## src/rtl/erseg_pkg.sv

```systemverilog
`timescale 1ns / 1ps

package erseg_pkg;

   // Default geometry of the block.
   localparam int BLOCK_SIZE_DEF   = 4096;
   localparam int EXTENT_SLOTS_DEF = 8;

   // Fixed field widths.
   localparam int OFFSET_W   = 48;
   localparam int LENGTH_W   = 18;
   localparam int PHYS_W     = 40;
   localparam int COUNT_W    = 32;
   localparam int SLOT_IN_W  = 3;
   localparam int BOFF_OUT_W = 12;
   localparam int CHUNK_OUT_W = 13;

   // Upper bound on results for one read request.
   localparam int MAX_RESULTS = 64;
   localparam int RESULT_CNT_W = $clog2(MAX_RESULTS);

   // Register file: two registers at 8 byte spacing.
   localparam int CSR_ADDR_W = 4;
   localparam int CSR_DATA_W = 64;
   localparam logic REG_FILE_SIZE    = 1'b0;
   localparam logic REG_IS_DIRECTORY = 1'b1;

   // Transaction modes.
   localparam logic MODE_WRITE_EXTENT = 1'b0;
   localparam logic MODE_READ         = 1'b1;

   // Result status codes.
   typedef enum logic [1:0] {
      STATUS_OK        = 2'd0,
      STATUS_UNMAPPED  = 2'd1,
      STATUS_DIRECTORY = 2'd2
   } status_type;

   // One entry of the extent table.
   typedef struct packed {
      logic [PHYS_W-1:0]  start;
      logic [COUNT_W-1:0] count;
   } extent_type;

endpackage

```

## src/rtl/extent_read_segmenter.sv

```systemverilog
`timescale 1ns / 1ps

// Extent map and read splitter for one file node. A mode 0 transaction writes one
// extent slot. A mode 1 transaction is a read request that is clamped to the file
// size and split into chunks that never cross a block boundary; each chunk is mapped
// to a physical block by walking the non-empty extents in slot order. The extent
// table lives in a single-port memory with a registered read, and that port paces
// the walk: each slot examined is first read, then compared, and a hit then sizes
// the chunk and loads it into the output register. A read request passes through
// set-up after acceptance (clamp, then start of the walk); a directory rejection
// skips both steps and an empty completion needs only the clamp, and each of these,
// like an unmapped block at the end of a walk, then loads its closing result from
// the done state. A new request is taken while the last result of the previous one
// still waits in the output register, but not before that result is loaded. At most
// 64 results are given for one request. The user must write the registers file_size
// (offset 0x0) and is_directory (offset 0x8) only while the block is idle; the block
// itself does not enforce this.
module extent_read_segmenter
   import erseg_pkg::*;
#(
   parameter int BLOCK_SIZE   = BLOCK_SIZE_DEF,
   parameter int EXTENT_SLOTS = EXTENT_SLOTS_DEF
) (
   input  logic                     clock,
   input  logic                     reset,

   input  logic                     req_valid,
   output logic                     req_ready,
   input  logic                     req_mode,
   input  logic [SLOT_IN_W-1:0]     req_extent_slot,
   input  logic [PHYS_W-1:0]        req_extent_start,
   input  logic [COUNT_W-1:0]       req_extent_blocks,
   input  logic [OFFSET_W-1:0]      req_request_offset,
   input  logic [LENGTH_W-1:0]      req_request_length,

   output logic                     rsp_valid,
   input  logic                     rsp_ready,
   output logic [PHYS_W-1:0]        rsp_phys_block,
   output logic [BOFF_OUT_W-1:0]    rsp_block_offset,
   output logic [CHUNK_OUT_W-1:0]   rsp_chunk_length,
   output logic [1:0]               rsp_status,
   output logic                     rsp_last,

   input  logic                     psel,
   input  logic                     penable,
   input  logic                     pwrite,
   input  logic [CSR_ADDR_W-1:0]    paddr,
   input  logic [CSR_DATA_W-1:0]    pwdata,
   output logic [CSR_DATA_W-1:0]    prdata,
   output logic                     pready
);

   localparam int BS_LOG = $clog2(BLOCK_SIZE);
   localparam int REM_W  = OFFSET_W - BS_LOG;
   localparam int CH_W   = BS_LOG + 1;
   localparam int SLOT_W = (EXTENT_SLOTS > 1) ? $clog2(EXTENT_SLOTS) : 1;

   typedef enum logic [2:0] {
      ST_IDLE,
      ST_CLAMP,
      ST_START,
      ST_READ,
      ST_CHECK,
      ST_SIZE,
      ST_EMIT,
      ST_DONE
   } state_type;

   // Configuration registers.
   logic [OFFSET_W-1:0]      file_size_ff;
   logic                     is_directory_ff;

   // Extent memory with one valid bit per slot.
   extent_type               ext_mem_ff [EXTENT_SLOTS];
   logic [EXTENT_SLOTS-1:0]  ext_valid_ff;
   extent_type               rd_data_ff;
   logic                     rd_valid_ff;

   // Request engine.
   state_type                state_ff;
   logic [OFFSET_W-1:0]      off_ff;
   logic [LENGTH_W-1:0]      len_ff;
   logic [OFFSET_W-1:0]      avail_ff;
   logic [LENGTH_W-1:0]      resid_ff;
   logic [REM_W-1:0]         rem_ff;
   logic [PHYS_W-1:0]        start_ff;
   logic [CH_W-1:0]          chunk_ff;
   logic [SLOT_W-1:0]        slot_ff;
   logic [RESULT_CNT_W-1:0]  result_cnt_ff;
   status_type               status_ff;

   // Output register.
   logic                     rsp_valid_ff;
   logic [PHYS_W-1:0]        rsp_phys_block_ff;
   logic [BOFF_OUT_W-1:0]    rsp_block_offset_ff;
   logic [CHUNK_OUT_W-1:0]   rsp_chunk_length_ff;
   status_type               rsp_status_ff;
   logic                     rsp_last_ff;

   logic                     req_fire;
   logic                     csr_write;
   logic                     out_free;
   logic                     rsp_load;
   logic [6:0]               slot_wide;
   logic                     slot_in_range;
   logic [SLOT_W-1:0]        wr_slot;
   logic [OFFSET_W:0]        avail_diff;
   logic [COUNT_W-1:0]       rd_count;
   logic [BS_LOG-1:0]        boff;
   logic [CH_W-1:0]          room;
   logic [OFFSET_W-1:0]      off_next;
   logic                     chunk_final;

   assign req_ready = (state_ff == ST_IDLE);
   assign req_fire  = req_valid && req_ready;
   assign out_free  = !rsp_valid_ff || rsp_ready;
   assign rsp_load  = out_free && (state_ff == ST_EMIT || state_ff == ST_DONE);
   assign csr_write = psel && penable && pwrite && pready;
   assign pready    = 1'b1;

   // Register read-back.
   always_comb begin
      case (paddr[3])
         REG_FILE_SIZE:    prdata = CSR_DATA_W'(file_size_ff);
         REG_IS_DIRECTORY: prdata = CSR_DATA_W'(is_directory_ff);
         default:          prdata = '0;
      endcase
   end

   // Register writes.
   always_ff @(posedge clock) begin
      if (reset) begin
         file_size_ff    <= '0;
         is_directory_ff <= 1'b0;
      end else if (csr_write) begin
         case (paddr[3])
            REG_FILE_SIZE:    file_size_ff    <= pwdata[OFFSET_W-1:0];
            REG_IS_DIRECTORY: is_directory_ff <= pwdata[0];
            default:          ;
         endcase
      end
   end

   // Slots at or beyond the table depth are ignored.
   assign slot_wide     = {4'b0000, req_extent_slot};
   assign slot_in_range = (slot_wide < 7'(EXTENT_SLOTS));
   assign wr_slot       = slot_wide[SLOT_W-1:0];

   // Extent memory: written on an extent transaction, read during the walk.
   always_ff @(posedge clock) begin
      if (req_fire && req_mode == MODE_WRITE_EXTENT && slot_in_range) begin
         ext_mem_ff[wr_slot] <= '{start: req_extent_start, count: req_extent_blocks};
      end
      if (state_ff == ST_READ) begin
         rd_data_ff <= ext_mem_ff[slot_ff];
      end
   end

   // Valid bits make unwritten slots read as empty after reset.
   always_ff @(posedge clock) begin
      if (reset) begin
         ext_valid_ff <= '0;
         rd_valid_ff  <= 1'b0;
      end else begin
         if (req_fire && req_mode == MODE_WRITE_EXTENT && slot_in_range) begin
            ext_valid_ff[wr_slot] <= 1'b1;
         end
         if (state_ff == ST_READ) begin
            rd_valid_ff <= ext_valid_ff[slot_ff];
         end
      end
   end

   // Datapath terms of the engine.
   assign avail_diff  = {1'b0, file_size_ff} - {1'b0, off_ff};
   assign rd_count    = rd_valid_ff ? rd_data_ff.count : '0;
   assign boff        = off_ff[BS_LOG-1:0];
   assign room        = CH_W'(BLOCK_SIZE) - {1'b0, boff};
   assign off_next    = off_ff + OFFSET_W'(chunk_ff);
   assign chunk_final = (resid_ff == LENGTH_W'(chunk_ff)) ||
                        (result_cnt_ff == RESULT_CNT_W'(MAX_RESULTS - 1));

   // Request sequencer and output register.
   always_ff @(posedge clock) begin
      if (reset) begin
         state_ff     <= ST_IDLE;
         rsp_valid_ff <= 1'b0;
      end else begin
         if (rsp_valid_ff && rsp_ready && !rsp_load) begin
            rsp_valid_ff <= 1'b0;
         end
         case (state_ff)
            ST_IDLE: begin
               if (req_fire && req_mode == MODE_READ) begin
                  off_ff <= req_request_offset;
                  len_ff <= req_request_length;
                  if (is_directory_ff) begin
                     status_ff <= STATUS_DIRECTORY;
                     state_ff  <= ST_DONE;
                  end else begin
                     state_ff <= ST_CLAMP;
                  end
               end
            end
            ST_CLAMP: begin
               // An offset at or past the end, or a zero length, gives an empty completion.
               avail_ff <= avail_diff[OFFSET_W-1:0];
               if (avail_diff[OFFSET_W] || avail_diff[OFFSET_W-1:0] == '0 || len_ff == '0) begin
                  status_ff <= STATUS_OK;
                  state_ff  <= ST_DONE;
               end else begin
                  state_ff <= ST_START;
               end
            end
            ST_START: begin
               resid_ff      <= (avail_ff > OFFSET_W'(len_ff)) ? len_ff
                                                                : avail_ff[LENGTH_W-1:0];
               rem_ff        <= off_ff[OFFSET_W-1:BS_LOG];
               slot_ff       <= '0;
               result_cnt_ff <= '0;
               state_ff      <= ST_READ;
            end
            ST_READ: begin
               state_ff <= ST_CHECK;
            end
            ST_CHECK: begin
               // The remaining logical block either falls inside this extent or passes it.
               if (rem_ff < REM_W'(rd_count)) begin
                  start_ff <= rd_data_ff.start;
                  state_ff <= ST_SIZE;
               end else begin
                  rem_ff <= rem_ff - REM_W'(rd_count);
                  if (slot_ff == SLOT_W'(EXTENT_SLOTS - 1)) begin
                     status_ff <= STATUS_UNMAPPED;
                     state_ff  <= ST_DONE;
                  end else begin
                     slot_ff  <= slot_ff + 1'b1;
                     state_ff <= ST_READ;
                  end
               end
            end
            ST_SIZE: begin
               chunk_ff <= (LENGTH_W'(room) > resid_ff) ? CH_W'(resid_ff) : room;
               state_ff <= ST_EMIT;
            end
            ST_EMIT: begin
               if (out_free) begin
                  rsp_valid_ff        <= 1'b1;
                  rsp_phys_block_ff   <= start_ff + PHYS_W'(rem_ff);
                  rsp_block_offset_ff <= BOFF_OUT_W'(boff);
                  rsp_chunk_length_ff <= CHUNK_OUT_W'(chunk_ff);
                  rsp_status_ff       <= STATUS_OK;
                  rsp_last_ff         <= chunk_final;
                  resid_ff            <= resid_ff - LENGTH_W'(chunk_ff);
                  off_ff              <= off_next;
                  rem_ff              <= off_next[OFFSET_W-1:BS_LOG];
                  slot_ff             <= '0;
                  result_cnt_ff       <= result_cnt_ff + 1'b1;
                  state_ff            <= chunk_final ? ST_IDLE : ST_READ;
               end
            end
            ST_DONE: begin
               // Single closing result: rejection, empty completion or unmapped block.
               if (out_free) begin
                  rsp_valid_ff        <= 1'b1;
                  rsp_phys_block_ff   <= '0;
                  rsp_block_offset_ff <= '0;
                  rsp_chunk_length_ff <= '0;
                  rsp_status_ff       <= status_ff;
                  rsp_last_ff         <= 1'b1;
                  state_ff            <= ST_IDLE;
               end
            end
            default: begin
               state_ff <= ST_IDLE;
            end
         endcase
      end
   end

   assign rsp_valid        = rsp_valid_ff;
   assign rsp_phys_block   = rsp_phys_block_ff;
   assign rsp_block_offset = rsp_block_offset_ff;
   assign rsp_chunk_length = rsp_chunk_length_ff;
   assign rsp_status       = rsp_status_ff;
   assign rsp_last         = rsp_last_ff;

`ifndef SYNTHESIS
   // A chunk is never empty and never exceeds what is left of the request.
   assert property (@(posedge clock) disable iff (reset)
      (state_ff == ST_EMIT) |-> (chunk_ff != '0 && LENGTH_W'(chunk_ff) <= resid_ff))
      else $error("chunk length outside the remaining request");

   // A chunk stays inside one block.
   assert property (@(posedge clock) disable iff (reset)
      (state_ff == ST_EMIT) |-> ((CH_W + 1)'(boff) + (CH_W + 1)'(chunk_ff)
                                 <= (CH_W + 1)'(BLOCK_SIZE)))
      else $error("chunk crosses a block boundary");

   // Loading a final result returns the engine to idle.
   assert property (@(posedge clock) disable iff (reset)
      (state_ff == ST_EMIT && out_free && chunk_final) |=> (state_ff == ST_IDLE && rsp_last_ff))
      else $error("final chunk did not close the request");
`endif

endmodule

```

## config.mk

```make
export PLATFORM = sky130hd
export DESIGN_NAME = extent_read_segmenter
export DESIGN_NICKNAME = d
export VERILOG_FILES = /design/src/rtl/erseg_pkg.sv /design/src/rtl/extent_read_segmenter.sv
export SDC_FILE = /design/constraint.sdc
export NUM_CORES = 2
export LEC_CHECK = 0
export BUFFER_PORTS_ARGS = -buffer_cell sky130_fd_sc_hd__buf_2
export CORE_MARGIN = 3
export CORE_UTILIZATION = 45
export DETAILED_ROUTE_END_ITERATION = 10
export PLACE_DENSITY_LB_ADDON = 0.1
export SLEW_MARGIN = 20
export SYNTH_ARGS = -nofsm -noshare
export SYNTH_HDL_FRONTEND = slang
export SYNTH_SLANG_ARGS = --single-unit
```

## constraint.sdc

```tcl
create_clock -name clock -period 8.6 [get_ports clock]
set_clock_uncertainty 0.1 [all_clocks]
set_input_delay 0.86 -clock clock [delete_from_list [all_inputs] [get_ports clock]]
set_output_delay 0.86 -clock clock [all_outputs]
set_load 0.03 [all_outputs]
```

==> impl_results.md <==
- Cell type with the highest occurrence count on the critical path: a21oi_1
- GRT Overall Usage: 0.235
- Worst path cell trace: ha_1, fa_1, nand2b_1, a21oi_1, o21ai_1, o41ai_2, a21oi_1, o21ai_0, a31oi_1, xnor2_1, nor4_1, a21oi_1, a21oi_1
- Pleak: 19.7 nW
- Cell types occupying the most area after synthesis: edfxtp_1, mux4_2, ha_1, dfxtp_1, nand2_1
- Cell type contributing the most total cell area after synthesis: edfxtp_1
- Post-route fraction of the period consumed by the critical path: 0.634
- # clock sinks: 1010
- HPWL after detailed placement: 91.7 mm
- First DRT Iteration DRCs: 2540
- Worst setup path class: reg2reg
- Max-cap violations: 0
- Worst setup slack after layout: 3.14 ns
- Synthesized area per cell: 13.5 sq um
- Final Power: 14.4 mW
- Max Transition Viols Final: 0
- Maximum vdd ir drop: 0.000165 V
- Largest fanout on the critical path: 5
- Resized Gates After CTS: 0
- Status: finished, final reports clean
- Sequential cell area fraction in the yosys report: 0.615
- Highest attainable clock frequency: 183 MHz
- Combined area of all synthesized cells: 48300 sq um
- Width of the chip: 334 microns
- Global placement routability congestion: 0.906
- Shortest period the worst path allows: 5.46 ns
- Share of flip-flops with an asynchronous set or reset after synthesis: 0
- Overall overflow remaining after global route: 0
- Initial core utilization: 0.456
- Clock Root Buffer: clkbuf_16
- Clock transition time at the flip-flop clock pins of the worst setup and hold paths: 0.06 ns
- Antenna violation net count after detailed routing: 0
- Worst Setup Start Kind: flip-flop
- Number of antenna violations at the first check in global routing: 17
- Number of flops mapped to enable cells by yosys: 948
- Total Routed Length: 132 mm
- I/O pin cnt: 352
- Setup slack after placement: 3.18 ns
- RSZ-0062 raised after global routing: false
- IO Port Bufs: 315
- Setup TNS: 0 ns
- Cell with the largest stage delay on the worst path: nor4_1
- Mean routed wirelength per cell: 24.5 microns
- Number of core rows: 119
- Number of buffers inserted by post-CTS setup repair: 0
- Total number of yosys warnings: 0
- Ratio of cells with drive above 1 in the final layout: 0.207
- Count of fill cells added during filler insertion: 9118
- Number of unique standard cell types used by synthesis: 95
- List of most frequent post-synthesis cells: edfxtp_1, nand2_1, a21oi_1
- Maximum clock path buffer count: 3
- CP arrival: 5.72 ns
- Count of endpoints failing setup in the final report: 0
- Final design utilization: 0.520
- Fraction of synthesized cell area taken by the top area cell type: 0.589
- Type of the tightest min-delay check: in2reg
- Total Nets Final: 4308
- Wire length of the first global-routing pass: 196 mm
- TritonCTS clock tree: yes
- Synthesized instance count: 3594
- Length of the first detailed-routing pass in iterations: 5
- Depth of the CTS H-tree: 3
- CTS Hold Buffers Added: 0
- Maximum cell stage delay along the critical path: 0.76 ns
- Post-route worst hold slack: 0.242 ns
- Most frequently used cell type in the post-synthesis netlist: edfxtp_1
- Std-Cell Core Area: 106000 sq um
- Maximum number of pins on one net before global-route repair: 112
- Via count of the first global-routing pass: 30200
- Clock latency on the worst-skew pair: 0.69 ns
- Number of hold violations in the final report: 0
- Clock buffers created by TritonCTS: 106
- Via count: 30600
- Endpoint required time on the critical path: 8.86 ns
- Worst-margin pin slew: 1.04 ns
- Max_slew headroom: 0.309
- Die Y: 334 microns
- Area of the die: 111000 sq um
- Avg Vias per Cell: 5.68
- Most common flop cell mapped by yosys: edfxtp_1
- Setup crit end kind: flip-flop
- Power density over cell area: 261 nW/um^2
- Area overhead of the layout relative to synthesis: 13.9%
- Post-detailed-route DRC marker count: 0
- Flip-flop and latch count after synthesis: 1010
cell families (layout without fill, tap and decap cells):
| family | count (synthesis) | count (layout) | share of synthesized area |
|---|---|---|---|
| other cells | 2 | 23 | 0.000155 |
| flops | 1010 | 1010 | 0.615 |
| mux | 278 | 278 | 0.0976 |
| fa+ha+maj | 182 | 182 | 0.0479 |
| xor+xnor | 138 | 138 | 0.0250 |
| compound gates | 700 | 700 | 0.0917 |
| simple gates | 963 | 963 | 0.0960 |
| buf+inv | 321 | 712 | 0.0271 |
cell type report:
class	count	area [sq um]	area share
antenna	6	15.0	0.000273
clock buffer	125	2790	0.0506
clock inverter	74	811	0.0147
inverter	152	571	0.0104
multi-input combinational	2278	17500	0.318
sequential	1010	29700	0.539
tap	1391	1740	0.0316
timing repair buffer	361	1950	0.0353
through the flow:
step	cell area, sq um	instances
2_1_floorplan	48400	3609
3_3_place_gp	51500	5192
3_5_place_dp	51500	5192
4_1_cts	55100	5391
5_1_grt	55100	5391
6_report	55100	5397
layer usage:
layer | part of all wire | vias up | global-route usage
li1 | - | 14400 | -
met1 | 0.43 | 15200 | 0.323
met2 | 0.48 | 851 | 0.395
met3 | 0.053 | 183 | 0.0341
met4 | 0.028 | 4 | 0.0610
met5 | 0.00017 | - | 0
where the power goes:
part | switching, mW | total (mW) | leakage (nW) | internal (mW)
combinational | 2.14 | 3.45 | 8.93 | 1.32
clock | 1.97 | 4.70 | 1.74 | 2.73
sequential | 0.292 | 6.21 | 9.08 | 5.92
total | 4.40 | 14.4 | 19.7 | 9.96
worst paths after layout:
kind / from / to / slack (ns) / depth (start not counted)
max: off_ff[0] / status_ff[1] / 3.14 / 13
min: req_request_length[9] / len_ff[9] / 0.24 / 1
max reg2reg: off_ff[0] / status_ff[1] / 3.14 / 13
min reg2reg: rd_data_ff[68] / start_ff[36] / 0.32 / 0
cells in the final DEF (no fill, tap or decap), types with 25 or more instances in the layout:
master / synthesis / routed
edfxtp_1: 948 / 948
nand2_1: 330 / 329
buf_2: 6 / 315
a21oi_1: 215 / 214
nor2_1: 210 / 203
ha_1: 177 / 177
o21ai_0: 157 / 157
inv_1: 151 / 151
mux4_2: 146 / 146
clkbuf_16: 0 / 108
xnor2_1: 92 / 92
mux2_2: 88 / 88
nor2b_1: 72 / 71
dfxtp_1: 62 / 61
nand3_1: 60 / 60
nor3_1: 62 / 57
a21o_1: 52 / 52
xor2_1: 46 / 46
nand4_1: 45 / 45
mux2i_1: 44 / 44
buf_4: 18 / 44
o21a_1: 36 / 36
nor4_1: 36 / 34
and2_1: 27 / 26
o22ai_1: 26 / 26
nand2b_1: 25 / 25
a31oi_1: 25 / 25
flip-flops by register name, indices dropped and copies added (netlist names), 3 cells and up:
| signal | cells |
|---|---|
| avail_ff | 48 |
| chunk_ff | 13 |
| ext_mem_ff | 576 |
| ext_valid_ff | 8 |
| file_size_ff | 48 |
| len_ff | 18 |
| off_ff | 48 |
| rd_data_ff | 72 |
| rem_ff | 36 |
| resid_ff | 18 |
| result_cnt_ff | 6 |
| rsp_block_offset | 12 |
| rsp_chunk_length | 13 |
| rsp_phys_block | 40 |
| slot_ff | 3 |
| start_ff | 40 |
| state_ff | 3 |
worst max-delay path: cells and delay by family, from the launching register on:
| kind | cells | cell delay, ns |
|---|---|---|
| xor+xnor | 1 | 0.22 |
| compound gates | 8 | 2.63 |
| flops | 1 | 0.53 |
| simple gates | 2 | 0.97 |
| fa+ha+maj | 2 | 0.67 |
(Power assumes the default switching activity.)
